File: src/hw/rtl/mf3_pkg.sv
// shared types, constants and codes for the 3x3 replicate median filter
package mf3_pkg;

  localparam int MAX_LINE = 512;
  localparam int LINE_AW  = (MAX_LINE > 1) ? $clog2(MAX_LINE) : 1;
  localparam int LW_W     = 10;
  localparam int PIX_W    = 8;
  localparam int QDEPTH   = 4;
  localparam int QAW      = $clog2(QDEPTH);

  localparam logic [LW_W-1:0] RESET_LW = LW_W'(512);

  typedef logic [PIX_W-1:0] pix_t;

  typedef enum logic {
    CMD_PIXEL = 1'b0,
    CMD_FLUSH = 1'b1
  } mf3_cmd_e;

  // one window column, top to bottom
  typedef struct packed {
    pix_t up;
    pix_t mid;
    pix_t low;
  } mf3_col_t;

  // work item handed from the front to the back
  typedef struct packed {
    logic     flush;
    logic     edge_lo;
    logic     col0;
    logic     emit_a;
    logic     emit_b;
    logic     row_end;
    mf3_col_t col_a;
    mf3_col_t col_b;
  } mf3_entry_t;

endpackage

File: src/hw/rtl/mf3_fifo.sv
// short work item queue between front and back
module mf3_fifo import mf3_pkg::*; (
  input  logic       clk_i,
  input  logic       rst_ni,
  input  logic       push_i,
  input  mf3_entry_t entry_i,
  output logic       full_o,
  input  logic       pop_i,
  output mf3_entry_t head_o,
  output logic       head_valid_o
);

  localparam int CW = QAW + 1;

  mf3_entry_t     slot_q [QDEPTH];
  logic [QAW-1:0] wp_q, rp_q;
  logic [CW-1:0]  cnt_q;

  assign full_o       = (cnt_q == CW'(QDEPTH));
  assign head_valid_o = (cnt_q != '0);
  assign head_o       = slot_q[rp_q];

  always_ff @(posedge clk_i or negedge rst_ni) begin
    if (!rst_ni) begin
      wp_q  <= '0;
      rp_q  <= '0;
      cnt_q <= '0;
    end else begin
      if (push_i) begin
        wp_q <= wp_q + 1'b1;
      end
      if (pop_i) begin
        rp_q <= rp_q + 1'b1;
      end
      cnt_q <= cnt_q + CW'(push_i) - CW'(pop_i);
    end
  end

  always_ff @(posedge clk_i) begin
    if (push_i) begin
      slot_q[wp_q] <= entry_i;
    end
  end

endmodule

File: config.mk
export PLATFORM = sky130hd
export DESIGN_NAME = mf3_fifo
export DESIGN_NICKNAME = d
export VERILOG_FILES = /design/src/hw/rtl/mf3_pkg.sv /design/src/hw/rtl/mf3_fifo.sv
export SDC_FILE = /design/constraint.sdc
export NUM_CORES = 1
export LEC_CHECK = 0
export BUFFER_PORTS_ARGS = -buffer_cell sky130_fd_sc_hd__buf_2
export CORE_MARGIN = 3
export CORE_UTILIZATION = 57
export CTS_CLUSTER_SIZE = 10
export DETAILED_ROUTE_END_ITERATION = 12
export GPL_ROUTABILITY_DRIVEN = 0
export HOLD_SLACK_MARGIN = 0.12
export MAX_ROUTING_LAYER = met4
export PLACE_DENSITY = 0.79
export SLEW_MARGIN = 20
export SYNTH_ARGS = -nofsm -noshare
export SYNTH_HDL_FRONTEND = slang
export SYNTH_SLANG_ARGS = --single-unit
export TNS_END_PERCENT = 5
File: constraint.sdc
create_clock -name clk_i -period 2.8 [get_ports clk_i]
set_clock_uncertainty 0.1 [all_clocks]
set_input_delay 0.14 -clock clk_i [delete_from_list [all_inputs] [get_ports clk_i]]
set_output_delay 0.14 -clock clk_i [all_outputs]
set_load 0.02 [all_outputs]
======== Word level (Yosys, flattened, before mapping) ========
Memory sizes are Yosys's and may differ from the RTL's.
Index checks and enable logic that the tools add are counted.
storage, ports and cells
  input port bits ......................... 58
  word-level logic and storage cells ...... 12
  output and inout bits ................... 56
  flip-flop bits (word level) ............. 7
  memories kept ........................... 1
  RAM bits ................................ 216
cells by class
  muxes and demuxes ....................... 2
  $add $sub $neg .......................... 4
  reduce and logical (&&, ||, !) cells .... 1
  equal/unequal tests ..................... 1
memory list
  name    depth  bits a word  read ports  clocked after Yosys merged registers in  wr ports  RTL line        text
  slot_q  4      54           1           0                                        1         mf3_fifo.sv:15  mf3_entry_t slot_q [QDEPTH];
operators with widths
  operator                                                        count
  2-bit by 1-bit adder with 2-bit output (second input constant)  2
  3-bit by 1-bit adder with 3-bit output                          1
  3-bit equality test (second input constant)                     1
  3-bit nonzero test                                              1
  3-bit by 1-bit subtractor with 3-bit output                     1
  1-bit two-way mux                                               2

======== Depth between registers and ports, before layout ========
Gate-level depths: netlist of the first run.
  depth after elaboration ................. 2
  gate-level depth with buffers ........... 6
  mapped depth without buffers ............ 6

======== Least setup slack after synthesis of the first run ========
Ideal clock, no wire load.
  path type ............................... flip-flop to flip-flop
  from .................................... register wp_q[0]
  to ...................................... memory slot_q[0][0] (netlist bit), enable pin
  period minus slack after synthesis ...... 2419 ps
  data required time ...................... 2283 ps
  path slack .............................. 381 ps
  cell stages (with the launch flop) ...... 4
  path buffers ............................ 0
  arrival time ............................ 1902 ps
  setup time .............................. 417 ps
  path through ............................ dfrtp_1 > inv_1 > ha_1 > and2_1
RTL lines
  element                   RTL line        text
  start: declaration        mf3_fifo.sv:16  logic [QAW-1:0] wp_q, rp_q;
  start signal: assignment  mf3_fifo.sv:30  wp_q <= wp_q + 1'b1;
  end: declaration          mf3_fifo.sv:15
Straight into the memory's write port.

==> results of run 1 <==
## logic make-up after synthesis
kind of cell | count (synthesis)
compound gates | 1
fa+ha+maj | 7
flops | 223
xor+xnor | 5
simple gates | 8
buf+inv | 18
mux | 54
## flip-flops by register name, indices dropped and copies added (netlist names)
signal,count
wp_q,2
slot_q,216
rp_q,2
cnt_q,3
## timing repair
action | CTS | global route
hold endpoints to repair | 229 | 0
buffers inserted | 0 | 0
hold buffers | 58 | 0
## critical path, cell delays in order (launching register included)
cell and delay [ns]:
dfrtp_4 0.48, buf_4 0.37, mux4_2 0.56, buf_2 0.17
## metal layers
metal	wire length (um)	share of wire [%]	GRT usage, %	vias up
li1	-	-	-	1732
met1	6120	41	27.4	1958
met2	7520	51	32.0	138
met3	947	6.4	3.69	22
met4	274	1.8	4.86	0
met5	0	0	-	-
## cell type report
cell class | count | area share (%)
Clock buffer | 37 | 6.92
Clock inverter | 2 | 0.109
Inverter | 6 | 0.218
Multi-Input combinational cell | 75 | 13.7
Sequential cell | 223 | 64.7
Tap cell | 180 | 2.18
Timing Repair Buffer | 183 | 12.2
## per-stage QoR
step	hold WS (ns)	utilization (%)	cell area, um2	total power (uW)
floorplan	-0.256	-	8180	6960
CTS	0.273	74.0	10300	10900
detailed placement	-0.111	64.6	9000	7960
global route	0.274	74.0	10300	11300
finish	0.290	74.0	10300	10800
global placement	-0.120	64.6	9000	7900
## power breakdown
| part | total [uW] | switching [uW] | internal, uW |
|---|---|---|---|
| Clock | 2870 | 1130 | 1740 |
| Combinational | 3330 | 1920 | 1410 |
| Sequential | 4590 | 208 | 4380 |
## worst min path at each step
stage | to | depth (start not counted) | slack (ns) | from
final | slot_q[3][18] | 2 | 0.29 | entry_i[18]
after global placement | cnt_q[0] | 1 | -0.12 | rst_ni
after CTS | slot_q[0][35] | 2 | 0.27 | entry_i[35]
after floorplan | cnt_q[0] | 0 | -0.26 | rst_ni
after detailed placement | cnt_q[0] | 1 | -0.11 | rst_ni
after global routing | slot_q[2][34] | 2 | 0.27 | entry_i[34]
## Yosys cell counts (2+ instances only)
cell      count  share of area, %
nand2_1       2             0.092
inv_1         6              0.28
buf_2         6              0.37
edfxtp_1    216                79
and2_1        4              0.31
xnor2_1       2              0.21
ha_1          6              0.92
mux4_2       54                15
buf_6         5              0.69
xor2_1        3              0.32
dfrtp_1       7               2.1
==> run metrics, run 1 <==
Synth Flop Type=edfxtp_1; Slew Viols, Final=0; standard-cell rows=between 40 and 50; layout cells sized above 1=40.5%; Pwr Density=1050 nW/um2; Crit Path Category=register to output port; clock latency on the worst-skew pair=a little under 0.5 ns; number of enable flip-flop cells after synthesis=216; cell area after synthesis=roughly 8200 um2; Post-Synth Simple-Gate Area=less than 1%; post-route ant nets=0; RR Startpoint=wp_q[0]; DR WL/cell=between 20 and 25 um; Tmin final=~2.3 ns; first-pass GRT wire length=23.4 mm; synth warn=0; reg-to-reg critical path endpoint=slot_q[2][3]; Adder-Cell Fraction of Synth Area=1.16%; I/O pins=~110; largest net degree at the start of global routing=39; mux cell area share after synthesis=14.9%; Post-CTS Resized=0; CTS clk-pin slew, worst paths=around 0.05 ns; Die W=~130 um; arrival time worst endpoint=between 2 and 2.5 ns; I/O Buffers=roughly 110; Fmax=around 430 MHz; period utilization=83.8%; Max Buffers Root-to-Sink=3; full die area=15800 um2; Congestion Overflow GR=0; Routed WL=14.9 mm; placed cell count=609; most common cell after layout, fill and taps aside=edfxtp_1; main combinational cell family by area after synthesis=multiplexers; nets=580; # setup viols final=0; DRC=0; Final HPWL DP=between 8 and 9 mm; Post-Layout Cell Count=approximately 700; commonest non-fill, non-tap cells in the layout=edfxtp_1, buf_2, dlygate4sd3_1; worst slack at placement=between 0.9 and 1 ns; count of cell types in the netlist=16; GRT Total Usage=about 20%; # H-tree levels=1; area occupied by multi-input gates=roughly 1400 um2; Worst R2R Setup Slack=about 0.95 ns; setup TNS=0 ns; status=finished, final reports clean; Die H=approximately 130 um; CTS root buf=clkbuf_16; complex-gate fraction of the synthesized area=0.0612%; clock sink count=about 220; reg2reg path depth=4; Avg Cell Area, Syn=around 26 um2; Final Hold Vio Count=0; CTS tree=yes; Max FO, Critical Path=19; crit path from=rp_q[0]; vias per inst=~5.5; FF/Latch Area=~6700 um2; Req. time, crit path=~2.6 ns; number of diodes=0; worst min path class=primary input to register; XOR/XNOR Fraction of Synth Area=less than 1%; final setup margin=0.453 ns; Initial Utilization=a little under 60%; initial antenna violation count=0; vias in the first global route=roughly 4200; CTS Buf Count=26; Pre-antenna DRT Iters=4; asr flop ratio synth=3.14%; crit end category=output port; Max Cap Viol=0; Slew @ Worst Pin=0.483 ns; CP startpoint kind=register; CP endpoint=head_o[53]; Filler Cells Inserted=between 700 and 800; #FFs+latches synth=223; vias=3850; Area Growth Syn to Fin=26.0%; Syn Inst Count=316; Post-Synthesis Net Count=381; core box area=between 10000 and 15000 um2; leak pwr=0.00364 uW; slew margin rel.=67.8%; RSZ-0062 raised after global routing=no; peak supply drop=between 800 and 900 uV; post-synthesis sequential area ratio=between 80% and 90%; 1st-iter DRT viols=286
(Power assumes the default switching activity.)
==> run 2: changes to the inputs <==
==> constraint.sdc (replaced) <==
create_clock -name clk_i -period 2.4 [get_ports clk_i]
set_clock_uncertainty 0.1 [all_clocks]
set_input_delay 0.12 -clock clk_i [delete_from_list [all_inputs] [get_ports clk_i]]
set_output_delay 0.12 -clock clk_i [all_outputs]
set_load 0.02 [all_outputs]
==> run 2 against run 1 <==
Sequential share of layout area is 0.21 points lower. Routed wire length is 4.8% higher. Cell count stayed put. Via count is 2.4% higher. Design area is 0.33% higher. Critical endpoint is now head_o[20]. Largest cell class unchanged. Largest power group unchanged.
==> run metrics, run 2 (synthesized netlist as in run 1, its figures left out) <==
# H-tree levels=1 (unchanged); CP startpoint kind=register (unchanged); Fmax=~470 MHz; 1st-iter DRT viols=280 (was 286); Slew Viols, Final=0 (unchanged); placed instance area=9040 um2 (was 9000 um2); Die W=126 um (unchanged); Tot Pwr=12700 uW (was 10800 uW); number of diodes=0 (unchanged); Post-CTS Resized=0 (unchanged); peak supply drop=759 uV (was 857 uV); critical path cell sequence=buf_12, mux4_2, buf_2 (was buf_4, mux4_2, buf_2); Area Growth Syn to Fin=26.4% (was 26.0%); arrival time worst endpoint=1.92 ns (was 2.11 ns); # setup viols final=0 (unchanged); final instance area=10300 um2 (about the same); RSZ-0062 raised after global routing=no (unchanged); worst min path class=primary input to register (unchanged); crit path from=rp_q[0] (unchanged); initial antenna violation count=0 (unchanged); most common cell after layout, fill and taps aside=edfxtp_1 (unchanged); Die H=126 um (unchanged); CTS clk-pin slew, worst paths=0.05 ns (about the same); hold path start=entry_i[45] (was entry_i[18]); Final Hold Vio Count=0 (unchanged); status=finished, final reports clean (unchanged); commonest non-fill, non-tap cells in the layout=edfxtp_1, buf_2, dlygate4sd3_1 (unchanged); crit end category=output port (unchanged); Initial Utilization=58.7% (unchanged); Final HPWL DP=8.69 mm (was 8.27 mm); post-route ant nets=0 (unchanged); Req. time, crit path=2.18 ns (was 2.56 ns); Top delay family on crit path=multiplexers (unchanged); period utilization=89.0%; CTS tree=yes (unchanged); worst path bufs/invs=2 (unchanged); vias per inst=5.58 (was 5.45); Max FO, Critical Path=23 (was 19); nets=582 (was 580); Pwr Density=1220 nW/um2 (was 1050 nW/um2); vias in the first global route=4437 (was 4244); core box area=13900 um2 (unchanged); I/O pins=114 (unchanged); DR WL/cell=22.1 um (was 21.1 um); placed cell count=609 (unchanged); largest net degree at the start of global routing=42 (was 39); Largest Register=slot_q (unchanged); slew margin rel.=64.1% (was 67.8%); full die area=15800 um2 (unchanged); GRT Total Usage=20.8% (was 19.9%); vias=3942 (was 3850); biggest regs=slot_q x216, cnt_q x3 (unchanged); Crit-path slowest cell=mux4_2 (unchanged); Pre-antenna DRT Iters=4 (unchanged); leak pwr=0.00365 uW (was 0.00364 uW); number of flip-flops in the largest register=216 (unchanged); Congestion Overflow GR=0 (unchanged); Slew @ Worst Pin=0.539 ns (was 0.483 ns); Post-Layout Cell Count=706 (unchanged); Max Buffers Root-to-Sink=3 (unchanged); Max Cap Viol=0 (unchanged); Tmin final=approximately 2.1 ns; clock sink count=223 (unchanged); slowest stage delay, CP=0.54 ns (was 0.56 ns); I/O Buffers=113 (unchanged); clock latency on the worst-skew pair=0.49 ns (about the same); CTS root buf=clkbuf_16 (unchanged); DRC=0 (unchanged); Crit Path Category=register to output port (unchanged); standard-cell rows=43 (unchanged); layout cells sized above 1=40.9% (was 40.5%); first-pass GRT wire length=24.6 mm (was 23.4 mm); CTS Buf Count=26 (unchanged); Routed WL=15.6 mm (was 14.9 mm); RR Startpoint=wp_q[0] (unchanged)
==> run 2: cell types whose count changed in the layout (fill, tap and decap cells not counted) <==
| cell | delta |
|---|---|
| buf_12 | +3 |
| buf_4 | -1 |
| clkbuf_1 | -2 |
| clkbuf_16 | -1 |
| clkinv_2 | +1 |
| clkinv_8 | +1 |
| clkinvlp_4 | -1 |
==> run 2: worst register-to-register path: stages, from the launching register on <==
cell	delay (ns)
dfrtp_1	0.41
ha_1	0.16
and2_2	0.45
buf_12	0.26
==> run 2: path summary, 6_finish.rpt <==
check / cells past startpoint / endpoint / slack, ns
max: 3 / head_o[20] / 0.26
min: 2 / slot_q[0][45] / 0.26
max reg2reg: 3 / slot_q[3][48] / 0.72
min reg2reg: 1 / wp_q[0] / 0.43
max in group asynchronous: 3 / rp_q[0] / 1.39
min in group asynchronous: 3 / cnt_q[2] / 0.50
==> run 2: timing repair <==
action                                 4_1_cts  5_1_grt
endpoints found under the hold margin      229        0
hold buffers                                58        0
setup endpoints to repair                    0       43
buffers inserted                             0        2
==> run 2: area by class of cell <==
| type | instances | area, um2 |
|---|---|---|
| tap | 180 | 225 |
| clock buffer | 34 | 681 |
| clock inverter | 3 | 25.0 |
| timing repair buffer | 185 | 1310 |
| multi-input combinational | 75 | 1410 |
| fill | 779 | 3590 |
| sequential | 223 | 6670 |
| inverter | 6 | 22.5 |
==> run 2: through the flow <==
| stage | util [%] | hold slack, ns | setup WS (ns) | setup TNS [ns] |
|---|---|---|---|---|
| global route | 74.2 | 0.255 | 0.173 | 0 |
| CTS | 74.1 | 0.241 | 0.0103 | 0 |
| floorplan | - | -0.276 | -0.0140 | -0.754 |
| global placement | 64.9 | -0.137 | 0.557 | 0 |
| detailed placement | 64.9 | -0.127 | 0.551 | 0 |
| finish | 74.2 | 0.263 | 0.264 | 0 |
==> run 2: report_power, final <==
part / total, uW / internal [uW] / switching [uW] / leakage (uW)
clock: 3290 / 1960 / 1330 / 0.000342
combinational: 4040 / 1710 / 2330 / 0.00125
sequential: 5330 / 5110 / 215 / 0.00206
==> run 2: metal layers <==
layer,routed length (um),track usage (%)
met1,6210,26.5
met2,8410,35.7
met3,702,3.35
met4,263,5.30
met5,0,-
==> run 3: changes to the inputs <==
--- a/config.mk
+++ b/config.mk
@@ -5,7 +5,7 @@
 export SDC_FILE = /design/constraint.sdc
 export NUM_CORES = 1
 export LEC_CHECK = 0
-export BUFFER_PORTS_ARGS = -buffer_cell sky130_fd_sc_hd__buf_2
+export BUFFER_PORTS_ARGS = -buffer_cell sky130_fd_sc_hd__clkbuf_2
 export CORE_MARGIN = 3
 export CORE_UTILIZATION = 57
 export CTS_CLUSTER_SIZE = 10
==> run 3 against run 2 <==
Count of clock-buffer cells in the layout increased by 3. Non-clock buffer count fell by 2. Setup slack worse by 0.046 ns. Largest cell class unchanged. Clock power grew 3%. Sequential power barely moved. Core utilization increased by 0.28 points.
==> run metrics, run 3 (synthesized netlist as in run 1, its figures left out) <==
Max Buffers Root-to-Sink=3 (unchanged); Initial Utilization=58.7% (unchanged); initial antenna violation count=0 (unchanged); biggest regs=slot_q x216, cnt_q x3 (unchanged); CTS tree=yes (unchanged); number of diodes=0 (unchanged); I/O Buffers=113 (unchanged); Max Cap Viol=0 (unchanged); most common cell after layout, fill and taps aside=edfxtp_1 (unchanged); crit end category=output port (unchanged); # setup viols final=0 (unchanged); Slew Viols, Final=0 (unchanged); wl on met1=6.13 mm (was 6.21 mm); slew margin rel.=66.5% (was 64.1%); Max FO, Critical Path=31 (was 23); 1st-iter DRT viols=254 (was 280); Pwr Density=1230 nW/um2 (was 1220 nW/um2); Congestion Overflow GR=0 (unchanged); RSZ-0062 raised after global routing=no (unchanged); Final HPWL DP=8.74 mm (was 8.69 mm); Final Hold Vio Count=0 (unchanged); Fmax=458 MHz (was 468 MHz); vias=3894 (was 3942); number of flip-flops in the largest register=216 (unchanged); clock sink count=223 (unchanged); largest net degree at the start of global routing=40 (was 42); slowest stage delay, CP=0.57 ns (was 0.54 ns); standard-cell rows=43 (unchanged); CTS root buf=clkbuf_16 (unchanged); Pre-antenna DRT Iters=4 (unchanged); vias in the first global route=4381 (was 4437); Largest Register=slot_q (unchanged); GRT Total Usage=20.5% (was 20.8%); full die area=15800 um2 (unchanged); commonest non-fill, non-tap cells in the layout=edfxtp_1, clkbuf_2, dlygate4sd3_1 (was edfxtp_1, buf_2, dlygate4sd3_1); leak pwr=0.00368 uW (was 0.00365 uW); I/O pins=114 (unchanged); DR WL/cell=21.5 um (was 22.1 um); Req. time, crit path=2.18 ns (about the same); met2 WL=7.92 mm (was 8.41 mm); Area Growth Syn to Fin=26.9% (was 26.4%); Worst R2R Setup Slack=0.70 ns (was 0.72 ns); Filler Cells Inserted=777 (was 779); worst min path class=primary input to register (unchanged); CTS Buf Count=26 (unchanged); # H-tree levels=1 (unchanged); status=finished, final reports clean (unchanged); peak supply drop=874 uV (was 759 uV); arrival time worst endpoint=1.96 ns (was 1.92 ns); Slew @ Worst Pin=0.503 ns (was 0.539 ns); WHS=0.274 ns (was 0.263 ns); nets=580 (was 582); met3 wire len=722 um (was 702 um); Tmin final=2.18 ns (was 2.14 ns); clock latency on the worst-skew pair=0.51 ns (was 0.49 ns); Post-CTS Setup Inserts=0 (unchanged); Die W=126 um (unchanged); top sig layer=met4 (unchanged); core box area=13900 um2 (unchanged); period utilization=90.9% (was 89.0%); CP startpoint kind=register (unchanged); Die H=126 um (unchanged); layout cells sized above 1=40.6% (was 40.9%); Routed WL=15.2 mm (was 15.6 mm); post-route ant nets=0 (unchanged); Crit-path slowest cell=mux4_2 (unchanged); CTS clk-pin slew, worst paths=0.05 ns (about the same); DRC=0 (unchanged); Crit Path Category=register to output port (unchanged); critical path cell sequence=buf_12, mux4_2, clkbuf_2 (was buf_12, mux4_2, buf_2); vias per inst=5.52 (was 5.58); first-pass GRT wire length=24.3 mm (was 24.6 mm); Tot Pwr=12700 uW (about the same)
-- run 3: cell types whose count changed in the layout (fill, tap and decap cells not counted) --
cell / delta
buf_2: -113
clkbuf_2: +113
buf_4: -5
buf_12: +3
clkbuf_1: +2
clkbuf_16: +1
clkinv_1: -1
clkinv_2: -1
clkinv_8: -1
inv_6: +1
-- run 3: what timing repair did --
item / 4_1_cts / 5_1_grt
endpoints found under the hold margin: 229 / 0
resized for setup: 0 / 0
setup endpoints to repair: 0 / 0
hold buffers: 58 / 0
-- run 3: path summary, 6_finish.rpt --
path | from | endpoint | cells after the start
setup / recovery | rp_q[0] | head_o[8] | 3
hold / removal | entry_i[35] | slot_q[3][35] | 2
setup reg to reg | wp_q[0] | slot_q[3][25] | 3
hold reg to reg | wp_q[0] | wp_q[0] | 1
max in group asynchronous | rst_ni | rp_q[0] | 3
min in group asynchronous | rst_ni | wp_q[0] | 3
-- run 3: layout make-up --
class | count | area, um2 | area share [%]
Clock buffer | 37 | 713 | 6.87
Sequential cell | 223 | 6670 | 64.2
Multi-Input combinational cell | 75 | 1410 | 13.6
Inverter | 6 | 22.5 | 0.217
Timing Repair Buffer | 183 | 1340 | 12.9
Clock inverter | 1 | 8.76 | 0.0844
Tap cell | 180 | 225 | 2.17
-- run 3: power breakdown --
group | switching (uW) | internal (uW)
sequential | 197 | 5110
clock | 1350 | 2030
combinational | 2340 | 1710
-- run 3: routing by layer --
metal	global-route usage (%)	vias up
met5	-	-
met2	33.9	123
met1	26.7	1996
met4	5.93	0
li1	-	1741
met3	3.86	34
-- run 3: per-stage QoR --
| stage | instances | setup TNS [ns] | utilization, % | setup WS [ns] | cell area (um2) |
|---|---|---|---|---|---|
| after floorplan | 316 | -0.754 | - | -0.0140 | 8180 |
| after global placement | 609 | 0 | 65.2 | 0.711 | 9080 |
| after detailed placement | 609 | 0 | 65.2 | 0.680 | 9080 |
| after CTS | 705 | 0 | 74.5 | 0.168 | 10400 |
| after global routing | 705 | 0 | 74.5 | 0.126 | 10400 |
| final | 705 | 0 | 74.5 | 0.217 | 10400 |
-- run 3: critical path: cells and delay by family, from the launching register on --
family	cells	cell delay (ns)
multiplexers	1	0.57
flip-flops	1	0.44
buffers and inverters	2	0.45
