`config.mk`:
```
export PLATFORM = sky130hd
export DESIGN_NAME = mf3_back
export DESIGN_NICKNAME = d
export VERILOG_FILES = /design/src/hw/rtl/mf3_pkg.sv /design/src/hw/rtl/mf3_back.sv
export SDC_FILE = /design/constraint.sdc
export NUM_CORES = 1
export LEC_CHECK = 0
export ABC_CLOCK_PERIOD_IN_PS = 21300
export BUFFER_PORTS_ARGS = -buffer_cell sky130_fd_sc_hd__buf_2
export CORE_ASPECT_RATIO = 1.25
export CORE_UTILIZATION = 58
export DETAILED_ROUTE_END_ITERATION = 8
export HOLD_SLACK_MARGIN = 0.15
export PLACE_DENSITY = 0.81
export SYNTH_ARGS = -nofsm -noshare
export SYNTH_HDL_FRONTEND = slang
export SYNTH_SLANG_ARGS = --single-unit
```
`constraint.sdc`:
```
create_clock -name clk_i -period 21.3 [get_ports clk_i]
set_input_delay 2.13 -clock clk_i [delete_from_list [all_inputs] [get_ports clk_i]]
set_output_delay 2.13 -clock clk_i [all_outputs]
set_load 0.05 [all_outputs]
```
`src/hw/rtl/mf3_pkg.sv`:
```
// shared types, constants and codes for the 3x3 replicate median filter
package mf3_pkg;

  localparam int MAX_LINE = 512;
  localparam int LINE_AW  = (MAX_LINE > 1) ? $clog2(MAX_LINE) : 1;
  localparam int LW_W     = 10;
  localparam int PIX_W    = 8;
  localparam int QDEPTH   = 4;
  localparam int QAW      = $clog2(QDEPTH);

  localparam logic [LW_W-1:0] RESET_LW = LW_W'(512);

  typedef logic [PIX_W-1:0] pix_t;

  typedef enum logic {
    CMD_PIXEL = 1'b0,
    CMD_FLUSH = 1'b1
  } mf3_cmd_e;

  // one window column, top to bottom
  typedef struct packed {
    pix_t up;
    pix_t mid;
    pix_t low;
  } mf3_col_t;

  // work item handed from the front to the back
  typedef struct packed {
    logic     flush;
    logic     edge_lo;
    logic     col0;
    logic     emit_a;
    logic     emit_b;
    logic     row_end;
    mf3_col_t col_a;
    mf3_col_t col_b;
  } mf3_entry_t;

endpackage

```
`src/hw/rtl/mf3_back.sv`:
```
// back end: 3x3 window, result sequencing and pipelined median network
module mf3_back import mf3_pkg::*; (
  input  logic       clk_i,
  input  logic       rst_ni,
  input  mf3_entry_t head_i,
  input  logic       head_valid_i,
  output logic       pop_o,
  output logic       out_valid_o,
  input  logic       out_ready_i,
  output pix_t       median_value_o,
  output logic       row_end_o,
  output logic       last_of_run_o
);

  typedef struct packed {
    pix_t lo;
    pix_t mi;
    pix_t hi;
  } trio_t;

  typedef struct packed {
    logic row_end;
    logic last;
  } tag_t;

  function automatic trio_t sort3(input pix_t a, input pix_t b, input pix_t c);
    pix_t  lo1, hi1;
    trio_t r;
    lo1 = (a < b) ? a : b;
    hi1 = (a < b) ? b : a;
    if (c < lo1) begin
      r = '{lo: c, mi: lo1, hi: hi1};
    end else if (c < hi1) begin
      r = '{lo: lo1, mi: c, hi: hi1};
    end else begin
      r = '{lo: lo1, mi: hi1, hi: c};
    end
    return r;
  endfunction

  function automatic pix_t max3(input pix_t a, input pix_t b, input pix_t c);
    pix_t m;
    m = (a > b) ? a : b;
    return (m > c) ? m : c;
  endfunction

  function automatic pix_t min3(input pix_t a, input pix_t b, input pix_t c);
    pix_t m;
    m = (a < b) ? a : b;
    return (m < c) ? m : c;
  endfunction

  function automatic pix_t med3(input pix_t a, input pix_t b, input pix_t c);
    pix_t lo, hi, t;
    lo = (a < b) ? a : b;
    hi = (a < b) ? b : a;
    t  = (hi < c) ? hi : c;
    return (lo > t) ? lo : t;
  endfunction

  logic     adv, go, two, sel_b, iss;
  logic     phase_q, phase_d;
  mf3_col_t win_c_q, win_r_q;
  mf3_col_t n0, n1, n2, t0, t1, t2;
  tag_t     tag;

  logic     s1_v_q, s2_v_q, s3_v_q, ov_q;
  mf3_col_t s1_c_q [3];
  tag_t     s1_tag_q, s2_tag_q, s3_tag_q;
  trio_t    s2_t_q [3];
  pix_t     s3_lo_q, s3_mi_q, s3_hi_q;
  pix_t     med_q;
  tag_t     out_tag_q;

  // whole median pipe moves together, held while the result waits
  assign adv = !ov_q || out_ready_i;

  always_comb begin
    two     = head_i.emit_a && head_i.emit_b;
    sel_b   = phase_q || !head_i.emit_a;
    go      = head_valid_i && adv;
    iss     = go && (head_i.emit_a || head_i.emit_b);
    pop_o   = go && !(two && !phase_q);
    phase_d = phase_q;
    if (go) begin
      phase_d = two && !phase_q;
    end

    if (head_i.flush) begin
      // left column carries over from the previous flush unless at column zero
      n0 = head_i.edge_lo ? head_i.col_a : win_c_q;
      n1 = head_i.col_a;
      n2 = head_i.col_b;
    end else begin
      n0 = win_c_q;
      n1 = win_r_q;
      n2 = head_i.col_a;
    end

    t0 = n0;
    t1 = n1;
    t2 = n2;
    if (!head_i.flush) begin
      if (!sel_b) begin
        if (head_i.edge_lo) begin
          t0 = n1;
        end
      end else begin
        // row end: right clamps to the last column
        t0 = head_i.col0 ? n2 : n1;
        t1 = n2;
      end
    end

    tag.row_end = head_i.flush ? head_i.row_end : sel_b;
    tag.last    = head_i.flush || sel_b || !head_i.emit_b;
  end

  always_ff @(posedge clk_i or negedge rst_ni) begin
    if (!rst_ni) begin
      phase_q <= 1'b0;
      s1_v_q  <= 1'b0;
      s2_v_q  <= 1'b0;
      s3_v_q  <= 1'b0;
      ov_q    <= 1'b0;
    end else begin
      phase_q <= phase_d;
      if (adv) begin
        s1_v_q <= iss;
        s2_v_q <= s1_v_q;
        s3_v_q <= s2_v_q;
        ov_q   <= s3_v_q;
      end
    end
  end

  always_ff @(posedge clk_i) begin
    if (pop_o) begin
      win_c_q <= n1;
      win_r_q <= n2;
    end
    if (adv) begin
      s1_c_q[0] <= t0;
      s1_c_q[1] <= t1;
      s1_c_q[2] <= t2;
      s1_tag_q  <= tag;
      for (int i = 0; i < 3; i++) begin
        s2_t_q[i] <= sort3(s1_c_q[i].up, s1_c_q[i].mid, s1_c_q[i].low);
      end
      s2_tag_q  <= s1_tag_q;
      s3_lo_q   <= max3(s2_t_q[0].lo, s2_t_q[1].lo, s2_t_q[2].lo);
      s3_mi_q   <= med3(s2_t_q[0].mi, s2_t_q[1].mi, s2_t_q[2].mi);
      s3_hi_q   <= min3(s2_t_q[0].hi, s2_t_q[1].hi, s2_t_q[2].hi);
      s3_tag_q  <= s2_tag_q;
      med_q     <= med3(s3_lo_q, s3_mi_q, s3_hi_q);
      out_tag_q <= s3_tag_q;
    end
  end

  assign out_valid_o    = ov_q;
  assign median_value_o = med_q;
  assign row_end_o      = out_tag_q.row_end;
  assign last_of_run_o  = out_tag_q.last;

endmodule

```
=== Word level (Yosys, flattened, before mapping) ===
Memory sizes are Yosys's and may differ from the RTL's.
Cells that the tools add are included.

* Memory bits (writable): 144
* Memories kept: 2
* Output and inout port bits: 12
* Flip-flop bits (word level): 93

{| class="wikitable"
|+ Memories
! memory !! depth !! width !! read ports !! clocked after memory_dff !! write ports !! line !! RTL
|-
| s1_c_q || 3 || 24 || 3 || 0 || 3 || mf3_back.sv:68 || <nowiki>mf3_col_t s1_c_q [3];</nowiki>
|-
| s2_t_q || 3 || 24 || 3 || 0 || 3 || mf3_back.sv:70 || <nowiki>trio_t s2_t_q [3];</nowiki>
|}

* Reductions and logical operators: 15
* Magnitude comparators: 19
* Muxes and demuxes: 40

{| class="wikitable"
|+ Operator list
! kind !! count
|-
| $mux 24 || 16
|-
| $mux 8 || 18
|-
| $lt 8x8->1 || 15
|-
| $mux 16 || 3
|-
| $gt 8x8->1 || 4
|-
| $logic_and 1x1->1 || 5
|-
| $logic_not 1->1 || 5
|-
| $logic_or 1x1->1 || 5
|-
| $mux 1 || 3
|}

=== Logic depth before layout (Yosys ltp) ===
Gate-level depths: netlist (run 1).

* Depth after elaboration: 6
* Depth in mapped cells: 28
* Depth with buffers taken out: 24

=== Worst setup path before layout (run 1) ===
OpenSTA, ideal clock, no wires.

* Path kind: input-to-output
* Start point: input port out_ready_i
* End point: output port pop_o
* Arrival: 9.433 ns
* Buffers on the path: 0
* Stages on the path: 4
* Required time: 19.170 ns
* Path slack: 9.737 ns
* Cell sequence: nor2b_1 -> inv_1 -> nand2_1 -> a21oi_1

* Word-level cells in the longest chain between the ends: 3

{| class="wikitable"
|+ Ends and longest elaborated chain
! what !! line !! RTL
|-
| from (decl) || mf3_back.sv:9 || <nowiki>input logic out_ready_i,</nowiki>
|-
| $logic_or 1x1->1 || mf3_back.sv:76 || <nowiki>assign adv = !ov_q || out_ready_i;</nowiki>
|-
| $logic_and 1x1->1 || mf3_back.sv:81 || <nowiki>go = head_valid_i && adv;</nowiki>
|-
| $logic_and 1x1->1 || mf3_back.sv:83 || <nowiki>pop_o = go && !(two && !phase_q);</nowiki>
|-
| to (decl) || mf3_back.sv:7 || <nowiki>output logic pop_o,</nowiki>
|}

Every way passes these cells.

=== Worst setup path in the final report (run 1) ===
Ends and elaborated chain as after synthesis.

==> flow_metrics.env, run 1 <==
export IMPL_cts_buffers=25
export IMPL_synth_fp_nets=1580
export IMPL_synth_most_common_cell="edfxtp_1"
export IMPL_setup_violations_final=0
export IMPL_synth_area_leader_cell="edfxtp_1"
export IMPL_synth_edff_count=232
export IMPL_synth_cells=1385
export IMPL_h_tree_depth=1
export IMPL_grt_total_usage_pct=27.9
export IMPL_finClkSkew_ns=0.0152
export IMPL_root_buffer="clkbuf_16"
export IMPL_vias=11154
export IMPL_synth_seq_area_share_pct=46.9
export IMPL_synthFlopType="edfxtp_1"
export IMPL_seqCellArea_sq_um=7090
export IMPL_worst_ep_required_time_ns=19.17
export IMPL_clk_latency_ns=0.52
export IMPL_fmax_ghz=0.162
export IMPL_core_sq_um=25400
export IMPL_drv_slew=0
export IMPL_antenna_left=0
export IMPL_grt_overflow=0
export IMPL_io_pins=70
export IMPL_synthMuxAreaShare_pct=11.6
export IMPL_grt_pass1_vias=11017
export IMPL_drc=0
export IMPL_drive_above_1_share_pct=15.8
export IMPL_post_cts_setup_buffer_count=0
export IMPL_firstDrtPassIters=7
export IMPL_fp_dieH_um=182
export IMPL_nNetsFinal=1635
export IMPL_synth_area_per_cell_sq_um=10.9
export IMPL_synth_adder_area_share_pct=11.3
export IMPL_hold_class="reg2reg"
export IMPL_ys_warnings_count=0
export IMPL_port_buffers=69
export IMPL_cts_sinks=237
export IMPL_critical_path_class="in2out"
export IMPL_die_x_um=146
export IMPL_worstSetupStartpointType="input port"
export IMPL_synth_compound_area_share_pct=16.3
export IMPL_status="complete, no violations"
export IMPL_stdcell_count=1793
export IMPL_synthTopCellsByArea="edfxtp_1 (46%), ha_1 (11%), mux2_2 (6.0%)"
export IMPL_globalplace_congestion=0.903
export IMPL_cts_tree="yes"
export IMPL_die_area_sq_um=26700
export IMPL_worstPathMaxFanout=52
export IMPL_synth_simple_area_share_pct=9.06
export IMPL_avgRoutedWirePerCell_um=20.6
export IMPL_setup_tns_ns=0
export IMPL_place_inst=1748
export IMPL_crit_path_end_kind="output pin"
export IMPL_async_flop_share_pct=2.11
export IMPL_synthTopCellsByCount="edfxtp_1 (232), inv_1 (138), ha_1 (137)"
export IMPL_ys_types=62
export IMPL_syn_area_sq_um=15100
export IMPL_relSlewSlack_pct=15.8
export IMPL_grt_max_degree=74
export IMPL_arrival_ns=4.04
export IMPL_path_clk_slew_ns=0.07
export IMPL_synthXorXnorAreaFrac_pct=0
export IMPL_viasPerCell=6.22
export IMPL_initial_core_util_pct=59.5
export IMPL_maxCapViolCount=0
export IMPL_clockBufferDepth=3
export IMPL_whs_ns=0.416
export IMPL_syn_to_final_growth_pct=10.0
export IMPL_fin_crit_sh_pct=29.0
export IMPL_min_period_ns=6.17
export IMPL_antenna_cells=0
export IMPL_rows=65
export IMPL_antenna_found_initial=0
export IMPL_multi_input_area_sq_um=7330
export IMPL_hold_violations=0
export IMPL_hold_buffers=0
export IMPL_worst_slew_pin_slew_ns=1.26
export IMPL_cts_resized=0
export IMPL_drtIter0Drc=894
export IMPL_ys_seq_elements=237
export IMPL_routed_wl_mm=36.9
export IMPL_grt_pass1_wl_mm=58.0
export IMPL_dp_hpwl_mm=27.2
export IMPL_fillers=1911
export IMPL_synth_top_family_by_area="compound AO/OA/AOI/OAI gates"
export IMPL_yosysTopAreaCellShare_pct=46.1
export IMPL_rsz0062_at_grt="false"
[layout by cell type (no fill, tap or decap), drive strengths merged, types with 16 or more instances in the layout]
cell type	netlist	routed
a221o	16	16
ha	137	137
o21ai	81	81
o211ai	22	22
inv	138	139
clkbuf	37	27
nor2	110	110
mux2	84	84
nand2b	20	20
nand2	86	86
o21a	16	16
mux2i	80	80
edfxtp	232	232
a21oi	124	124
buf	12	77
nor2b	18	18
a21o	23	23
[flip-flops by register name (all words and copies together), names as in the netlist, 2 cells and up]
name            cells
s1_c_q             72
s2_t_q             72
win_c_q            24
win_r_q            24
median_value_o      8
s3_hi_q             8
s3_lo_q             8
s3_mi_q             8
s1_tag_q            2
s2_tag_q            2
s3_tag_q            2
[worst max-delay path: stages]
cell	delay [ns]
buf_2	0.08
nor2b_1	0.10
inv_6	0.39
nand2_1	0.21
a21oi_4	0.15
buf_4	0.55
buf_2	0.38
[layer usage]
metal	global-route usage [%]	part of all wire [%]	vias to the layer above
met5	0	0	-
met4	13.6	5.0	0
met3	2.57	4.8	100
met2	50.8	51	401
met1	32.9	39	5377
li1	-	-	5276
[path summary, 6_finish.rpt]
path                             start           endpoint  slack [ns]  cells after the start
hold reg to reg            s3_tag_q[1]          row_end_o        0.42                      0
setup / recovery           out_ready_i              pop_o       15.13                      7
min in group asynchronous       rst_ni             s3_v_q        1.41                      1
max in group asynchronous       rst_ni            phase_q       19.76                      1
setup reg to reg            s3_mi_q[7]  median_value_o[5]       15.42                     25
hold / removal             s3_tag_q[1]          row_end_o        0.42                      0
[through the flow]
step	util, %	cell area, sq um	setup slack [ns]
global placement	62.1	15800	15.22
finish	65.5	16600	15.13
CTS	65.5	16600	15.15
global route	65.5	16600	14.92
detailed placement	62.1	15800	15.19
floorplan	-	15100	9.74
[cell type report]
class / count / share of cell area [%]
inverters: 138 / 3.15
repair buffers: 77 / 2.44
clock inverters: 18 / 1.30
clock buffers: 27 / 3.81
multi-input cells: 961 / 44.1
well taps: 335 / 2.52
flip-flops and latches: 237 / 42.7
[cells by family (layout without fill, tap and decap cells)]
family                   Yosys count  in the layout
AO/OA/AOI/OAI                    367            367
adder cells (fa/ha/maj)          137            137
buffers and inverters            187            260
flip-flops                       237            237
multiplexers                     164            164
AND/OR/NAND/NOR                  293            293
Power of run 1 is left out: the tool's default activity adds up to more than one toggle a clock period on the data nets, which glitch-free logic cannot reach.
==> inputs of run 2 (changes only) <==
--- a/config.mk
+++ b/config.mk
@@ -5,13 +5,13 @@
 export SDC_FILE = /design/constraint.sdc
 export NUM_CORES = 1
 export LEC_CHECK = 0
-export ABC_CLOCK_PERIOD_IN_PS = 21300
+export ABC_CLOCK_PERIOD_IN_PS = 5300
 export BUFFER_PORTS_ARGS = -buffer_cell sky130_fd_sc_hd__buf_2
 export CORE_ASPECT_RATIO = 1.25
-export CORE_UTILIZATION = 58
+export CORE_UTILIZATION = 57
 export DETAILED_ROUTE_END_ITERATION = 8
 export HOLD_SLACK_MARGIN = 0.15
-export PLACE_DENSITY = 0.81
+export PLACE_DENSITY = 0.83
 export SYNTH_ARGS = -nofsm -noshare
 export SYNTH_HDL_FRONTEND = slang
 export SYNTH_SLANG_ARGS = --single-unit
==> constraint.sdc (replaced) <==
create_clock -name clk_i -period 5.3 [get_ports clk_i]
set_input_delay 0.53 -clock clk_i [delete_from_list [all_inputs] [get_ports clk_i]]
set_output_delay 0.53 -clock clk_i [all_outputs]
set_load 0.05 [all_outputs]
==> run 2 against run 1 <==
Compared with the run above: sequential share of layout area is 0.88 points lower; global-route usage down 0.26 points; flip-flop and latch count unchanged; critical path depth is 17 higher; non-clock buffer count increased by 41; routed wire length up 1.4%; clock-buffer cell count rose by 4; first-iteration DRC count grew 7.8%; worst hold slack got worse by 0.092 ns.
==> flow_metrics.env, run 2 (synthesized netlist as in run 1, its figures left out) <==
export IMPL_status="complete, no violations"
export IMPL_syn_to_final_growth_pct=12.3
export IMPL_worstPathMaxFanout=8
export IMPL_hold_class="in2reg"
export IMPL_relSlewSlack_pct=22.6
export IMPL_drc=0
export IMPL_fmax_ghz=0.200
export IMPL_worstSetupStartpointType="flip-flop"
export IMPL_grt_pass1_wl_mm=57.9
export IMPL_setup_violations_final=0
export IMPL_drtIter0Drc=964
export IMPL_antenna_found_initial=0
export IMPL_cts_sinks=237
export IMPL_initial_core_util_pct=58.1
export IMPL_avgRoutedWirePerCell_um=20.4
export IMPL_critical_path_class="reg2reg"
export IMPL_drive_above_1_share_pct=19.1
export IMPL_finalCoreUtilization_pct=65.2
export IMPL_drv_slew=0
export IMPL_reg_largest_list="s1_c_q: 72 flops, s2_t_q: 72 flops"
export IMPL_hold_violations=0
export IMPL_grt_overflow=0
export IMPL_rows=66
export IMPL_port_buffers=69
export IMPL_final_common_cell="edfxtp_1"
export IMPL_worst_ep_required_time_ns=5.64
export IMPL_die_x_um=148
export IMPL_viasPerCell=6.21
export IMPL_dp_hpwl_mm=27.5
export IMPL_io_pins=70
export IMPL_setup_tns_ns=0
export IMPL_maxCapViolCount=0
export IMPL_worst_slew_pin_slew_ns=1.15
export IMPL_min_period_ns=5.00
export IMPL_firstDrtPassIters=6
export IMPL_core_sq_um=26000
export IMPL_cts_tree="yes"
export IMPL_final_cell_mix="edfxtp_1 (232), ha_1 (136), inv_1 (135)"
export IMPL_antenna_cells=0
export IMPL_h_tree_depth=1
export IMPL_grt_pass1_vias=11121
export IMPL_vias=11393
export IMPL_nNetsFinal=1675
export IMPL_grt_total_usage_pct=27.6
export IMPL_die_area_sq_um=27200
export IMPL_crit_path_end_kind="flip-flop"
export IMPL_fin_crit_sh_pct=94.3
export IMPL_arrival_ns=5.34
export IMPL_grt_max_degree=188
export IMPL_root_buffer="clkbuf_16"
export IMPL_clk_latency_ns=0.52
export IMPL_routed_wl_mm=37.4
export IMPL_cts_buffers=24
export IMPL_globalplace_congestion=0.931
export IMPL_path_clk_slew_ns=0.07
export IMPL_fp_dieH_um=184
export IMPL_finClkSkew_ns=0.0158
export IMPL_clockBufferDepth=3
export IMPL_antenna_left=0
run 2: cell types whose count changed in the layout (fill, tap and decap cells not counted), moves of 5 or more:
| cell | previous run | this run |
|---|---|---|
| o21ai_0 | 76 | 67 |
| o21ai_2 | 0 | 7 |
| clkinvlp_4 | 9 | 4 |
| a21oi_1 | 119 | 113 |
| buf_4 | 8 | 42 |
| a21oi_2 | 1 | 7 |
run 2: per-layer routing:
metal	routed length (um)	GRT usage, %
met5	0	0
met4	2050	14.9
met3	1990	2.53
met2	18900	49.2
met1	14400	32.9
run 2: area by class of cell:
type | instances | area, sq um
multi-input combinational | 961 | 7440
clock buffer | 31 | 648
clock inverter | 11 | 87.6
inverter | 138 | 522
timing repair buffer | 118 | 751
tap | 340 | 425
fill | 1940 | 9040
sequential | 237 | 7090
run 2: metrics by stage:
stage / instances / worst slack [ns] / hold slack (ns) / area, sq um
2_1_floorplan: 1385 / -0.000896 / 0.234 / 15100
3_3_place_gp: 1777 / 0.0687 / 0.345 / 16000
3_5_place_dp: 1777 / -0.0993 / 0.345 / 16000
4_1_cts: 1823 / 0.0415 / 0.311 / 16700
5_1_grt: 1836 / -0.0352 / 0.319 / 17000
6_report: 1836 / 0.300 / 0.324 / 17000
run 2: what timing repair did:
action / CTS / global route
pin swaps: 1 / 18
setup buffers: 3 / 13
hold buffers: 1 / 0
endpoints found under the setup margin: 8 / 16
resized for setup: 2 / 41
hold endpoints to repair: 5 / 0
run 2: worst paths after layout:
| path | from | end | slack, ns | cells past startpoint |
|---|---|---|---|---|
| max | s3_lo_q[7] | median_value_o[5] | 0.30 | 24 |
| min | head_i[49] | s1_tag_q[0] | 0.32 | 2 |
| max reg2reg | s3_lo_q[7] | median_value_o[5] | 0.30 | 24 |
| min reg2reg | s2_tag_q[0] | s3_tag_q[0] | 0.42 | 0 |
| max in group asynchronous | rst_ni | s2_v_q | 4.82 | 2 |
| min in group asynchronous | rst_ni | s3_v_q | 0.36 | 2 |
run 2: worst max-delay path, cell delays in order, from the launching register on:
cell and delay (ns):
edfxtp_1 0.42, ha_1 0.36, a21oi_2 0.17, o21a_1 0.16
a21boi_4 0.31, buf_6 0.14, o21ai_2 0.06, ha_1 0.29
a21o_1 0.16, a21o_1 0.18, a21oi_2 0.16, nand3_1 0.11
a211oi_2 0.18, or2_4 0.22, mux2i_1 0.21, ha_1 0.27
a21oi_2 0.12, nor2b_1 0.05, o31ai_1 0.24, a21oi_1 0.11
or2_2 0.33, nand2_1 0.07, o21ai_1 0.05, buf_4 0.18
a221oi_1 0.28
Power of run 2 is left out for the same reason.
==> inputs of run 3 (changes only) <==
==> constraint.sdc (replaced) <==
create_clock -name clk_i -period 5.3 [get_ports clk_i]
set_input_delay 0.265 -clock clk_i [delete_from_list [all_inputs] [get_ports clk_i]]
set_output_delay 0.265 -clock clk_i [all_outputs]
set_load 0.05 [all_outputs]
==> run 3 against run 2 <==
Compared with the run above: final area rose by 4.4%; routed wire length rose by 9.6%; die area did not move; first-iteration DRC count rose by 1.0%; critical path type unchanged; critical endpoint is now median_value_o[0]; highest routed layer is now met5.
==> flow_metrics.env, run 3 (synthesized netlist as in run 1, its figures left out) <==
export IMPL_status="complete, no violations"
export IMPL_setup_violations_final=0
export IMPL_dp_hpwl_mm=28.0
export IMPL_drv_slew=0
export IMPL_reg_largest_list="s1_c_q: 72 flops, s2_t_q: 72 flops"
export IMPL_grt_total_usage_pct=30.3
export IMPL_port_buffers=69
export IMPL_firstDrtPassIters=7
export IMPL_avgRoutedWirePerCell_um=21.6
export IMPL_globalplace_congestion=0.924
export IMPL_relSlewSlack_pct=23.0
export IMPL_io_pins=70
export IMPL_cts_buffers=25
export IMPL_fp_dieH_um=184
export IMPL_syn_to_final_growth_pct=17.2
export IMPL_worst_ep_required_time_ns=5.65
export IMPL_setup_tns_ns=0
export IMPL_nNetsFinal=1736
export IMPL_routed_wl_mm=41.0
export IMPL_path_clk_slew_ns=0.07
export IMPL_arrival_ns=5.38
export IMPL_viasPerCell=6.23
export IMPL_drc=0
export IMPL_worstPathMaxFanout=8
export IMPL_cts_tree="yes"
export IMPL_crit_path_end_kind="flip-flop"
export IMPL_drtIter0Drc=974
export IMPL_grt_overflow=0
export IMPL_critical_path_class="reg2reg"
export IMPL_antenna_found_initial=2
export IMPL_finalCoreUtilization_pct=68.1
export IMPL_die_area_sq_um=27200
export IMPL_fin_crit_sh_pct=94.8
export IMPL_core_sq_um=26000
export IMPL_seqCellArea_sq_um=7090
export IMPL_h_tree_depth=1
export IMPL_rows=66
export IMPL_root_buffer="clkbuf_16"
export IMPL_fmax_ghz=0.199
export IMPL_min_period_ns=5.02
export IMPL_maxCapViolCount=0
export IMPL_worst_slew_pin_slew_ns=1.15
export IMPL_final_cell_mix="edfxtp_1 (232), ha_1 (135), inv_1 (132)"
export IMPL_antenna_left=0
export IMPL_hold_violations=0
export IMPL_clk_latency_ns=0.53
export IMPL_final_common_cell="edfxtp_1"
export IMPL_die_x_um=148
export IMPL_finClkSkew_ns=0.0119
export IMPL_grt_pass1_vias=11971
export IMPL_cts_sinks=237
export IMPL_hold_class="in2reg"
export IMPL_initial_core_util_pct=58.1
export IMPL_grt_pass1_wl_mm=63.1
export IMPL_grt_max_degree=188
export IMPL_drive_above_1_share_pct=19.4
export IMPL_clockBufferDepth=3
export IMPL_multi_input_area_sq_um=7490
export IMPL_vias=11838
export IMPL_worstSetupStartpointType="flip-flop"
export IMPL_fillers=1822
[run 3: area by class of cell]
| class | instances | area share (%) |
|---|---|---|
| Multi-Input combinational cell | 961 | 42.3 |
| Clock inverter | 18 | 1.06 |
| Timing Repair Buffer | 178 | 7.63 |
| Clock buffer | 28 | 3.60 |
| Antenna cell | 1 | 0.0141 |
| Inverter | 138 | 2.95 |
| Tap cell | 340 | 2.40 |
| Sequential cell | 237 | 40.0 |
[run 3: worst max-delay path, stage by stage, from the launching register on]
cell and delay, ns:
edfxtp_1 0.43, ha_1 0.36, a21oi_2 0.13, o21a_1 0.16, a21boi_4 0.30, nand2_1 0.11
o21ai_2 0.09, ha_1 0.27, a21o_1 0.16, a21o_1 0.18, a21oi_2 0.14, nand3_1 0.11
a211oi_2 0.24, or2_4 0.23, mux2i_1 0.22, ha_1 0.29, a21oi_2 0.12, nor2b_1 0.05
o31ai_1 0.24, a21oi_1 0.11, or2_2 0.31, nand2_1 0.08, o21ai_2 0.06, buf_4 0.18
a221oi_2 0.28
[run 3: what timing repair did]
item                       CTS  global route
setup endpoints to repair    8            16
hold endpoints to repair    98             0
cloned                       0             1
hold buffers                60             0
gates resized for setup      2            46
buffers inserted             1            14
pin swaps                    1            18
[run 3: path summary, 6_finish.rpt]
| kind | from | endpoint | slack, ns | depth (start not counted) |
|---|---|---|---|---|
| worst max-delay path | s3_lo_q[5] | median_value_o[0] | 0.28 | 24 |
| max in group asynchronous | rst_ni | out_valid_o | 4.43 | 3 |
| worst max register to register | s3_lo_q[5] | median_value_o[0] | 0.28 | 24 |
| worst min register to register | s2_tag_q[1] | s3_tag_q[1] | 0.42 | 0 |
| min in group asynchronous | rst_ni | s2_v_q | 0.68 | 3 |
| worst min-delay path | head_i[19] | win_r_q[19] | 0.17 | 2 |
[run 3: stage by stage]
step	hold slack, ns	instance area (sq um)	worst slack, ns	cells
after floorplan	-0.0306	15100	0.0228	1385
after global placement	0.0787	16000	0.0842	1778
after detailed placement	0.0803	16000	-0.0293	1778
after CTS	0.154	17400	0.0117	1885
after global routing	0.158	17700	-0.0280	1901
final	0.171	17700	0.277	1901
[run 3: metal layers]
metal	wire, um	GRT usage [%]
met1	15000	34.5
met5	13	0
met4	2840	19.8
met2	20700	54.1
met3	2490	2.93
Power of run 3 is left out for the same reason.
